<file path="src/hdl/irke_pkg.sv">
`default_nettype none
// ============================================================================
// irke_pkg: shared types and constants of the IR remote key event generator
// Holds the keymap geometry, register indexes, item codes and the packed
// payload structs used by the front end, the job queue and the back end.
// ============================================================================
package irke_pkg;

    // Keymap geometry.
    localparam int unsigned MAP_COUNT    = 32;
    localparam int unsigned KEYS_PER_MAP = 128;
    localparam int unsigned MAP_DEPTH    = MAP_COUNT * KEYS_PER_MAP;
    localparam int unsigned MEM_AW       = $clog2(MAP_DEPTH);

    // Field widths.
    localparam int unsigned KEYCODE_W = 10;
    localparam int unsigned ADDR_W    = 5;
    localparam int unsigned DATA_W    = 7;
    localparam int unsigned COUNT_W   = 16;

    // Result buffer of the back end: at most five results per item.
    localparam int unsigned MAX_RES = 5;
    localparam int unsigned RES_IW  = $clog2(MAX_RES);
    localparam int unsigned RES_CW  = $clog2(MAX_RES + 1);

    // Job queue between front and back end.
    localparam int unsigned QUEUE_DEPTH = 4;
    localparam int unsigned Q_AW        = $clog2(QUEUE_DEPTH);

    // Configuration register indexes.
    localparam int unsigned CFG_IDX_W = 2;
    localparam logic [CFG_IDX_W-1:0] CFG_KEYUP_TIMEOUT = 2'd0;
    localparam logic [CFG_IDX_W-1:0] CFG_REPEAT_DELAY  = 2'd1;
    localparam logic [CFG_IDX_W-1:0] CFG_ADDR_ENABLE   = 2'd2;
    localparam logic [CFG_IDX_W-1:0] CFG_PROTOCOL_MODE = 2'd3;

    // Configuration reset values.
    localparam logic [15:0] RST_KEYUP_TIMEOUT = 16'd280;
    localparam logic [15:0] RST_REPEAT_DELAY  = 16'd250;
    localparam logic [31:0] RST_ADDR_ENABLE   = 32'hFFFF_FFFF;
    localparam logic [7:0]  RST_PROTOCOL_MODE = 8'd0;

    // Input item kinds.
    localparam logic [1:0] KIND_CMD   = 2'd0;
    localparam logic [1:0] KIND_TICK  = 2'd1;
    localparam logic [1:0] KIND_WRITE = 2'd2;

    // Queued job operations.
    localparam logic [1:0] OP_CMD   = 2'd0;
    localparam logic [1:0] OP_TICK  = 2'd1;
    localparam logic [1:0] OP_WRITE = 2'd2;

    // Result kinds.
    localparam logic [2:0] EV_KEY  = 3'd0;
    localparam logic [2:0] EV_RAW  = 3'd1;
    localparam logic [2:0] EV_SCAN = 3'd2;
    localparam logic [2:0] EV_SYNC = 3'd3;
    localparam logic [2:0] EV_OLD  = 3'd4;

    // Key event values.
    localparam logic [31:0] KEY_RELEASE = 32'd0;
    localparam logic [31:0] KEY_PRESS   = 32'd1;
    localparam logic [31:0] KEY_REPEAT  = 32'd2;

    // Command word bit positions.
    localparam int unsigned CMD_CEC_BIT    = 31;
    localparam int unsigned CMD_FIELD_BIT  = 12;
    localparam int unsigned CMD_TOGGLE_BIT = 11;
    localparam int unsigned CMD_ADDR_LSB   = 6;

    typedef struct packed {
        logic [1:0]           kind;
        logic [31:0]          command;
        logic [ADDR_W-1:0]    map_address;
        logic [DATA_W-1:0]    map_index;
        logic [KEYCODE_W-1:0] new_keycode;
    } t_in_item;

    typedef struct packed {
        logic [2:0]           event_kind;
        logic [KEYCODE_W-1:0] event_code;
        logic [31:0]          event_value;
        logic                 last;
    } t_out_item;

    typedef struct packed {
        logic [15:0] keyup_timeout;
        logic [15:0] repeat_delay;
        logic [31:0] addr_enable;
        logic [7:0]  protocol_mode;
    } t_cfg;

    // A classified item as it waits for the back end.
    typedef struct packed {
        logic [1:0]           op;
        logic [31:0]          raw;
        logic [ADDR_W-1:0]    addr;
        logic [DATA_W-1:0]    data;
        logic                 toggle;
        logic                 in_map;
        logic                 hit;
        logic [KEYCODE_W-1:0] new_keycode;
    } t_job;

endpackage
`default_nettype wire

</file>
<file path="src/hdl/irke_queue.sv">
`default_nettype none
// ============================================================================
// irke_queue: job queue
// Short first-in first-out buffer between the classifier and the back end.
// ============================================================================
module irke_queue (
    input  wire                 i_clk,
    input  wire                 i_rst_n,
    input  wire                 i_push,
    input  wire irke_pkg::t_job i_job,
    output logic                o_full,
    input  wire                 i_pop,
    output irke_pkg::t_job      o_job,
    output logic                o_empty
);
    import irke_pkg::*;

    t_job            r_slot [QUEUE_DEPTH];
    logic [Q_AW-1:0] r_wr;
    logic [Q_AW-1:0] r_rd;
    logic [Q_AW:0]   r_count;
    logic            do_push;
    logic            do_pop;

    assign o_full  = (r_count == (Q_AW + 1)'(QUEUE_DEPTH));
    assign o_empty = (r_count == '0);
    assign do_push = i_push && !o_full;
    assign do_pop  = i_pop && !o_empty;
    assign o_job   = r_slot[r_rd];

    always_ff @(posedge i_clk) begin
        if (!i_rst_n) begin
            r_wr    <= '0;
            r_rd    <= '0;
            r_count <= '0;
        end else begin
            if (do_push) begin
                r_wr <= r_wr + 1'b1;
            end
            if (do_pop) begin
                r_rd <= r_rd + 1'b1;
            end
            if (do_push && !do_pop) begin
                r_count <= r_count + 1'b1;
            end else if (do_pop && !do_push) begin
                r_count <= r_count - 1'b1;
            end
        end
    end

    always_ff @(posedge i_clk) begin
        if (do_push) begin
            r_slot[r_wr] <= i_job;
        end
    end

endmodule
`default_nettype wire

</file>
<file path="config.mk">
export PLATFORM = sky130hd
export DESIGN_NAME = irke_queue
export DESIGN_NICKNAME = d
export VERILOG_FILES = /design/src/hdl/irke_pkg.sv /design/src/hdl/irke_queue.sv
export SDC_FILE = /design/constraint.sdc
export NUM_CORES = 1
export LEC_CHECK = 0
export BUFFER_PORTS_ARGS = -buffer_cell sky130_fd_sc_hd__buf_4
export CAP_MARGIN = 20
export CORE_MARGIN = 10
export CORE_UTILIZATION = 61
export DETAILED_ROUTE_END_ITERATION = 7
export HOLD_SLACK_MARGIN = 0.15
export PLACE_DENSITY = 0.83
export REMOVE_ABC_BUFFERS = 1
export SLEW_MARGIN = 15
export SYNTH_ARGS = -nofsm -noshare
export SYNTH_HDL_FRONTEND = slang
export SYNTH_SLANG_ARGS = --single-unit
</file>
<file path="constraint.sdc">
create_clock -name i_clk -period 3.8 [get_ports i_clk]
set_input_delay 0 -clock i_clk [delete_from_list [all_inputs] [get_ports i_clk]]
set_output_delay 0 -clock i_clk [all_outputs]
set_load 0.02 [all_outputs]
</file>
==> out/results.ini <==
[run_status]
outcome=completed

[synthesis]
netlist_instances=357
seq_area_frac_synth_pct=80.7
yosys-top-cells-count=edfxtp_1, mux4_2, dfxtp_1
ys_warn_count=0
syn_area_per_cell_sq_um=25.2
yosys.cell_types.count=24
async_reset_ff_share_pct=0
post-synth-top-area-cell=edfxtp_1
synth_area_leaders=edfxtp_1, mux4_2, dfxtp_1, ha_1, and2_1
synth_area_sq_mm=0.00900
dominantRegCellSynth=edfxtp_1
synth_top_area_share_pct=78.7
synth_edf_count=236
synth_seq_cells=245
yosysMostFrequentCell=edfxtp_1

[drt]
vias=4355
wl_per_cell_microns=23.9
drt-initial-drc-count=321
routed_via_density=5.78
drt_first_pass_iters=4
drc=0
drtAntennaViolNets=0
routed_wl_microns=18000

[setup_path]
r2r-end=r_count[2]
required_ps=4220
rr_worst_depth=8
critPathBufInv=1
crit_arrival_ps=3000
path_delay_family=simple AND/OR/NAND/NOR gates
start_kind=flop
worstSetupPathType=reg -> reg
cp-end-kind=flop
crit-reg2reg-launch=r_count[0]
path_cells=nor3b_1, nor2b_1, ha_1, inv_1, fa_1, xor2_1, or3_1, a21boi_0
cp_max_fo=7
max_stage_delay_ps=520
reg2reg_slack_ps=1220
critPathSlowestCell=nor2b_1

[clock_tree]
clk_latency_ps=490
htreeDepth=1
cts_tree=yes
cts_resized=0
clk_path_buf_depth=3
cts_inserted_buffers=23
cts.sinks=245
clk_pin_slew_ps=60
root_buffer=clkbuf_16

[sta]
setup_viol=0
holdWs_ps=250
max_freq_ghz=0.388
post-route-period-util_pct=67.9
worst_slack_ps=1220
fin_skew_ps=5.54
worstMarginPinSlew_ps=894
rsz0062_at_grt=false
hold_viol=0
slew_viol_final=0
totalNegativeSetupSlack_ps=0
max_slew_margin_pct=40.4
timing.final.crit_period_ps=2580

[place]
place_ws_ps=1380
post_dp_cell_area_sq_mm=0.0101
gp_congestion=0.735
dp_cells=653
port_buffers=123
dp_hpwl_microns=10500

[worst_hold_path]
hold_end=r_slot[1][52]
worstHoldStart=i_job[52]
hold_depth=2
hp-class=in -> reg

[floorplan]
io_pins=124
initial_core_util_pct=62.2
core-area_sq_mm=0.0145
die_h_microns=141
dieArea_sq_mm=0.0200
die_w_microns=141
rows=44

[pwr]
cellPowerDensity_mw_per_mm2=666
switching_power_w=0.00212
p_int_w=0.00545
irDropWorstVdd_mv=0.612
clockPowerShare_pct=26.9
p_leak_nw=3.88
combPwrFrac_pct=27.1
power.share.switching_pct=28.0
p_seq_share_pct=46.0

[layout]
nNetsFinal=626
final_cell_area_sq_mm=0.0114
syn2layout_area_growth_pct=26.3
layout-drive-gt1-share_pct=38.2
nFillCells=708
stdcell_count=754
diodes=0

[grt]
grt_pass1_wl_microns=28100
grt_usage_pct=18.0
grt_max_degree=60
overflow=0
grt_antenna_before_repair=0
grt_pass1_vias=4877

[job]
drv_cap=0

[sequential cells by signal, summed over array words and instances (netlist names), named ones only]
register	flops
r_slot	236
r_count	3
r_rd	2
r_wr	2
[through the flow]
step,total power (W),utilization (%)
2_1_floorplan,0.00473,-
3_3_place_gp,0.00550,69.7
3_5_place_dp,0.00556,69.7
4_1_cts,0.00764,78.5
5_1_grt,0.00788,78.5
6_report,0.00757,78.5
[logic make-up (layout without fill, tap and decap cells)]
| family | count (synthesis) | count (layout) | synth area share [%] |
|---|---|---|---|
| adder cells (fa/ha/maj) | 6 | 6 | 0.918 |
| AO/OA/AOI/OAI | 4 | 4 | 0.320 |
| multiplexers | 62 | 62 | 15.1 |
| flip-flops | 245 | 245 | 80.7 |
| buffers and inverters | 19 | 232 | 1.46 |
| AND/OR/NAND/NOR | 17 | 17 | 1.07 |
| XOR/XNOR | 4 | 4 | 0.389 |
[power by group through the flow]
stage | combinational (W) | clock, W | sequential [W]
2_1_floorplan | 0.00118 | 0 | 0.00356
3_3_place_gp | 0.00198 | 0 | 0.00352
4_1_cts | 0.00208 | 0.00206 | 0.00349
3_5_place_dp | 0.00201 | 0 | 0.00355
5_1_grt | 0.00218 | 0.00217 | 0.00353
6_report | 0.00205 | 0.00204 | 0.00348
[how the worst max path moves through the flow]
stage / slack, ps / endpoint / cells past startpoint / from
after floorplan: 550 / o_job[0] / 1 / flop
after global placement: 1540 / r_slot[2][37] / 4 / r_count[0]
after detailed placement: 1380 / r_count[2] / 8 / r_count[0]
after CTS: 1210 / o_job[29] / 3 / flop
after global routing: 1100 / o_job[21] / 3 / flop
final: 1220 / r_count[2] / 8 / r_count[0]
[per-layer routing]
| layer | part of all wire (%) | global-route usage (%) | routed length (microns) |
|---|---|---|---|
| met5 | 0 | 0 | 0 |
| met4 | 1.8 | 4.14 | 325 |
| met3 | 7.6 | 5.21 | 1370 |
| met2 | 52 | 30.2 | 9270 |
| met1 | 39 | 23.0 | 7030 |
[final cells by class]
cell class	count	area (sq um)	area share, %
tap	184	230	2.03
multi-input combinational	93	1610	14.2
clock inverter	1	3.75	0.0330
inverter	3	11.3	0.0991
clock buffer	37	648	5.70
timing repair buffer	191	1590	14.0
sequential	245	7270	64.0
[placed cells by master, fill, tap and decap left out, types with 2 or more instances in the layout]
master	instances
and2_1	4
mux4_2	59
xnor2_1	3
nand2_1	4
clkbuf_8	2
nor2b_1	2
buf_4	128
inv_1	3
clkbuf_16	23
dfxtp_1	7
and2_4	3
clkbuf_1	12
edfxtp_1	236
mux2i_1	3
dlygate4sd3_1	63
ha_1	5
[timing repair]
| item | 4_1_cts | 5_1_grt |
|---|---|---|
| buffers inserted | 0 | 0 |
| endpoints found under the setup margin | 0 | 0 |
| hold buffers | 63 | 0 |
| hold endpoints to repair | 245 | 0 |
Note: power is estimated with default switching activity, not from simulation.
