<file path="src/hdl/irke_pkg.sv">
`default_nettype none
// ============================================================================
// irke_pkg: shared types and constants of the IR remote key event generator
// Holds the keymap geometry, register indexes, item codes and the packed
// payload structs used by the front end, the job queue and the back end.
// ============================================================================
package irke_pkg;

    // Keymap geometry.
    localparam int unsigned MAP_COUNT    = 32;
    localparam int unsigned KEYS_PER_MAP = 128;
    localparam int unsigned MAP_DEPTH    = MAP_COUNT * KEYS_PER_MAP;
    localparam int unsigned MEM_AW       = $clog2(MAP_DEPTH);

    // Field widths.
    localparam int unsigned KEYCODE_W = 10;
    localparam int unsigned ADDR_W    = 5;
    localparam int unsigned DATA_W    = 7;
    localparam int unsigned COUNT_W   = 16;

    // Result buffer of the back end: at most five results per item.
    localparam int unsigned MAX_RES = 5;
    localparam int unsigned RES_IW  = $clog2(MAX_RES);
    localparam int unsigned RES_CW  = $clog2(MAX_RES + 1);

    // Job queue between front and back end.
    localparam int unsigned QUEUE_DEPTH = 4;
    localparam int unsigned Q_AW        = $clog2(QUEUE_DEPTH);

    // Configuration register indexes.
    localparam int unsigned CFG_IDX_W = 2;
    localparam logic [CFG_IDX_W-1:0] CFG_KEYUP_TIMEOUT = 2'd0;
    localparam logic [CFG_IDX_W-1:0] CFG_REPEAT_DELAY  = 2'd1;
    localparam logic [CFG_IDX_W-1:0] CFG_ADDR_ENABLE   = 2'd2;
    localparam logic [CFG_IDX_W-1:0] CFG_PROTOCOL_MODE = 2'd3;

    // Configuration reset values.
    localparam logic [15:0] RST_KEYUP_TIMEOUT = 16'd280;
    localparam logic [15:0] RST_REPEAT_DELAY  = 16'd250;
    localparam logic [31:0] RST_ADDR_ENABLE   = 32'hFFFF_FFFF;
    localparam logic [7:0]  RST_PROTOCOL_MODE = 8'd0;

    // Input item kinds.
    localparam logic [1:0] KIND_CMD   = 2'd0;
    localparam logic [1:0] KIND_TICK  = 2'd1;
    localparam logic [1:0] KIND_WRITE = 2'd2;

    // Queued job operations.
    localparam logic [1:0] OP_CMD   = 2'd0;
    localparam logic [1:0] OP_TICK  = 2'd1;
    localparam logic [1:0] OP_WRITE = 2'd2;

    // Result kinds.
    localparam logic [2:0] EV_KEY  = 3'd0;
    localparam logic [2:0] EV_RAW  = 3'd1;
    localparam logic [2:0] EV_SCAN = 3'd2;
    localparam logic [2:0] EV_SYNC = 3'd3;
    localparam logic [2:0] EV_OLD  = 3'd4;

    // Key event values.
    localparam logic [31:0] KEY_RELEASE = 32'd0;
    localparam logic [31:0] KEY_PRESS   = 32'd1;
    localparam logic [31:0] KEY_REPEAT  = 32'd2;

    // Command word bit positions.
    localparam int unsigned CMD_CEC_BIT    = 31;
    localparam int unsigned CMD_FIELD_BIT  = 12;
    localparam int unsigned CMD_TOGGLE_BIT = 11;
    localparam int unsigned CMD_ADDR_LSB   = 6;

    typedef struct packed {
        logic [1:0]           kind;
        logic [31:0]          command;
        logic [ADDR_W-1:0]    map_address;
        logic [DATA_W-1:0]    map_index;
        logic [KEYCODE_W-1:0] new_keycode;
    } t_in_item;

    typedef struct packed {
        logic [2:0]           event_kind;
        logic [KEYCODE_W-1:0] event_code;
        logic [31:0]          event_value;
        logic                 last;
    } t_out_item;

    typedef struct packed {
        logic [15:0] keyup_timeout;
        logic [15:0] repeat_delay;
        logic [31:0] addr_enable;
        logic [7:0]  protocol_mode;
    } t_cfg;

    // A classified item as it waits for the back end.
    typedef struct packed {
        logic [1:0]           op;
        logic [31:0]          raw;
        logic [ADDR_W-1:0]    addr;
        logic [DATA_W-1:0]    data;
        logic                 toggle;
        logic                 in_map;
        logic                 hit;
        logic [KEYCODE_W-1:0] new_keycode;
    } t_job;

endpackage
`default_nettype wire

</file>
<file path="src/hdl/irke_front.sv">
`default_nettype none
// ============================================================================
// irke_front: input classifier
// Splits command words into address, data and toggle, resolves the keymap
// gating and drops items that have no effect before they reach the queue.
// ============================================================================
module irke_front (
    input  wire irke_pkg::t_in_item i_item,
    input  wire                     i_push,
    input  wire irke_pkg::t_cfg     i_cfg,
    input  wire                     i_q_full,
    input  wire                     i_clearing,
    output logic                    o_full,
    output logic                    o_q_push,
    output irke_pkg::t_job          o_q_job
);
    import irke_pkg::*;

    logic              cec;
    logic              keep;
    logic [ADDR_W-1:0] addr;
    logic [DATA_W-1:0] data;

    assign cec = i_item.command[CMD_CEC_BIT];

    always_comb begin
        keep        = 1'b0;
        o_q_job.op  = OP_TICK;
        o_q_job.raw = i_item.command;
        o_q_job.toggle      = 1'b0;
        o_q_job.new_keycode = i_item.new_keycode;
        addr = '0;
        data = '0;
        unique case (i_item.kind)
            KIND_CMD: begin
                o_q_job.op = OP_CMD;
                // Non-CEC words are only understood in extended RC5 mode.
                keep = cec || (i_cfg.protocol_mode == 8'd0);
                if (cec) begin
                    data = i_item.command[DATA_W-1:0];
                end else begin
                    addr = i_item.command[CMD_ADDR_LSB +: ADDR_W];
                    data = {~i_item.command[CMD_FIELD_BIT], i_item.command[5:0]};
                    o_q_job.toggle = i_item.command[CMD_TOGGLE_BIT];
                end
            end
            KIND_TICK: begin
                keep = 1'b1;
            end
            KIND_WRITE: begin
                o_q_job.op = OP_WRITE;
                keep = 1'b1;
                addr = i_item.map_address;
                data = i_item.map_index;
            end
            default: begin
                keep = 1'b0;
            end
        endcase
        o_q_job.addr   = addr;
        o_q_job.data   = data;
        o_q_job.in_map = int'(addr) < MAP_COUNT;
        o_q_job.hit    = o_q_job.in_map &&
                         ((o_q_job.op == OP_WRITE) || i_cfg.addr_enable[addr]);
    end

    assign o_full   = i_q_full || i_clearing;
    assign o_q_push = i_push && !o_full && keep;

endmodule
`default_nettype wire

</file>
<file path="config.mk">
export PLATFORM = sky130hd
export DESIGN_NAME = irke_front
export DESIGN_NICKNAME = d
export VERILOG_FILES = /design/src/hdl/irke_pkg.sv /design/src/hdl/irke_front.sv
export SDC_FILE = /design/constraint.sdc
export NUM_CORES = 1
export LEC_CHECK = 0
export BUFFER_PORTS_ARGS = -buffer_cell sky130_fd_sc_hd__buf_2
export CORE_AREA = 2 2 74 76
export DETAILED_ROUTE_END_ITERATION = 12
export DIE_AREA = 0 0 76 78
export PLACE_DENSITY_LB_ADDON = 0.15
export SETUP_SLACK_MARGIN = 0.3
export SYNTH_ARGS = -nofsm -noshare
export SYNTH_HDL_FRONTEND = slang
export SYNTH_SLANG_ARGS = --single-unit
</file>
<file path="constraint.sdc">
create_clock -name vclk -period 2.9
set_input_delay 0.145 -clock vclk [all_inputs]
set_output_delay 0.145 -clock vclk [all_outputs]
set_load 0.01 [all_outputs]
</file>
==> out/results.txt <==
The total area inside the core boundary comes to 5042 sq um. The final layout contains 307 nets. The final number of hold-violating endpoints came out at 0. The total detailed-routing wirelength came out at 3067 um. Buffers inserted to repair hold after CTS numbered 0. Across the whole layout, storage elements account for 0 sq um. The final design utilization was 23.00%. The logs give 0 for the post-route DRC violation count and 4 for the detailed-routing iteration count for the pre-antenna-repair pass. The largest total area in the synthesized netlist belongs to sky130_fd_sc_hd__buf_4. The die covers 5928 sq um. The logs give 859.6 sq um for the post-synthesis instance area and 509.2 sq um for the area taken by multi-input logic gates. Measured along the y axis, the die boundary spans 78 um. In the post-synthesis netlist, the biggest area contributors are sky130_fd_sc_hd__buf_4, sky130_fd_sc_hd__mux4_2, sky130_fd_sc_hd__a22o_1. For the maximum operating frequency, the log shows 0.4168 GHz.

The min-delay analysis places its worst path in the category in2out. The worst setup path category is in2out. The share of the clock period used by the worst path after layout was 82.74%. Setup repair after global routing left no endpoint under its margin. Summed over all cells, the static leakage comes to 0.6698 nW. STA classifies the critical path startpoint as an input port. The logs give 0 for the count of endpoints failing setup in the final report and 0% for the post-synthesis sequential area ratio.

The highest net fanout along the worst path was 9. The per-cell routed wire length was 12.78 um. Clock buffers in the final layout number 0.

The critical path required time was 2760 ps; the initial antenna violation count was 0. Top cell family by delay on the critical path: compound AO/OA/AOI/OAI gates. The number of vias per cell after detailed routing came out at 4.179.

Among the stages of the critical path, the cell type that occurs most often is sky130_fd_sc_hd__buf_2. Routability-driven placement finished with a final weighted congestion of 0.7240. For this run, the number of Yosys warnings is 0. Adding up every negative setup slack in the final design gives 0 ps. The number of antenna diodes in the final layout is 0. For the number of max-capacitance violations reported, the log shows 0. The initial utilization of the core area, before any placement, comes to 17.05%. Compared with the post-synthesis result, the final layout area differs by 34.93%. The first global-routing pass estimated 4726 um of wire.

The flip-flop and latch count was 0. Once detail routing completed, the nets flagged for antenna violations numbered 0. The tools report the endpoint class of the critical path as an output port. Critical path buffer and inverter count: 4. The top-level I/O count was 192. Walking the worst path, the cells encountered are buf_2, inv_1, ha_1, nor2b_2, a22oi_4, inv_4, mux4_2, a22oi_1, o311ai_1, o31a_1, buf_2. The slowest stage of the critical path belongs to the cell sky130_fd_sc_hd__mux4_2. The detailed router finished its first iteration with 5 violations. Entering global routing, the biggest net connects 12 pins.

The synthesized area per cell came out at 7.886 sq um. Port buffering added 103 buffers. The count of unique library cells instantiated by Yosys is 28, and the delay contributed by the slowest stage of the critical path is 530 ps. For this run the aggregate overflow at the end of global routing stands at 0. The post-layout minimum cycle time was 2399 ps; the synthesized instance count was 109. The tools report the final number of max-transition violations as 0. The routed layout has 1003 vias. The tools report the HPWL after detailed placement as 2787 um. For the worst supply voltage drop on vdd, the log shows 0.03355 mV. The run gives 244 as the post-synthesis net count.

Across every metal layer, demand over resource in global routing totals 9.695%. The flow ran to the end, and the final reports show no timing, DRC or antenna violations. The number of global-route vias before repair is 1011. The horizontal die dimension came out at 76 um.

The number of fill cells in the layout is 563, and the proportion of layout cells with a drive suffix above 1 is 69.41%. Summed over its instances, the top area cell type makes up 37.55% of the synthesized netlist area. Power spread over the standard cell area amounts to 148.0 nW/um^2. Row generation in the floorplan step produced 26 rows. At the worst endpoint, the arrival time is 2250 ps.
[cells in the mapped netlist (all sizes together)]
cell	number
buf	44
a22o	9
nand2	8
mux4	6
nand3	6
a21oi	4
a22oi	4
ha	4
inv	4
nor2	3
clkbuf	2
nor2b	2
nor4	2
a21o	1
a31o	1
and2	1
conb	1
nand3b	1
nor4b	1
o2111ai	1
o21ai	1
o311ai	1
o31a	1
or2	1
[placed cells by master (no fill, tap or decap), drive strengths merged]
cell type and count:
nand2 8, nand3b 1, mux4 6, conb 1, nor4 2, o2111ai 1, o31a 1, a31o 1
nor2 3, o311ai 1, nor4b 1, o21ai 1, a21oi 4, a22o 9, or2 1, nand3 6
and2 1, a21o 1, buf 107, nor2b 2, a22oi 4, inv 4, ha 4
[final cells by class]
type / instances / area share, %
inverter: 4 / 1.510
multi-input combinational: 59 / 43.91
tap: 70 / 7.551
timing repair buffer: 107 / 47.03
[logic make-up after synthesis]
group                      share of synthesized area, %
AOI/OAI and AO/OA                                 22.13
and+or+nand+nor                                   14.85
muxes                                             15.72
buffers and inverters                             41.05
adders and majority gates                         5.823
other                                            0.4363
[routing by layer]
metal  global-route usage, %  vias to the layer above  part of all wire [%]
met5                       0                        -                     0
met4                   2.545                        0                   1.9
met3                   3.256                       14                    14
met2                   19.20                       84                    48
met1                   9.621                      430                    36
li1                        -                      475                     -
[where the power goes]
| part | leakage [nW] | total [mW] | internal, mW | switching, mW |
|---|---|---|---|---|
| Clock | 0 | 0 | 0 | 0 |
| Sequential | 0 | 0 | 0 | 0 |
| Combinational | 0.670 | 0.172 | 0.0912 | 0.0805 |
[per-stage QoR]
| step | std cells | area, sq um | setup WS (ps) | power (mW) | hold slack (ps) |
|---|---|---|---|---|---|
| 2_1_floorplan | 109 | 859.6 | 783.1 | 0.1345 | 381.8 |
| 3_3_place_gp | 240 | 1157 | 467.6 | 0.1746 | 290.1 |
| 3_5_place_dp | 240 | 1157 | 427.7 | 0.1749 | 290.1 |
| 4_1_cts | 240 | 1157 | 426.2 | 0.1756 | 290.1 |
| 5_1_grt | 240 | 1160 | 337.2 | 0.1896 | 290.0 |
| 6_report | 240 | 1160 | 500.6 | 0.1717 | 290.0 |
[path summary, 6_finish.rpt]
| check | endpoint | start | slack (ps) | cells after the start |
|---|---|---|---|---|
| worst max-delay path | o_q_job[10] | i_item[54] | 500 | 11 |
| worst min-delay path | o_q_job[38] | i_item[35] | 290 | 0 |
[repair_timing]
action                     4_1_cts  5_1_grt
buffers inserted                 0        0
resized for setup                0        1
setup endpoints to repair        0        1
Power figures use the tool's default switching activity.
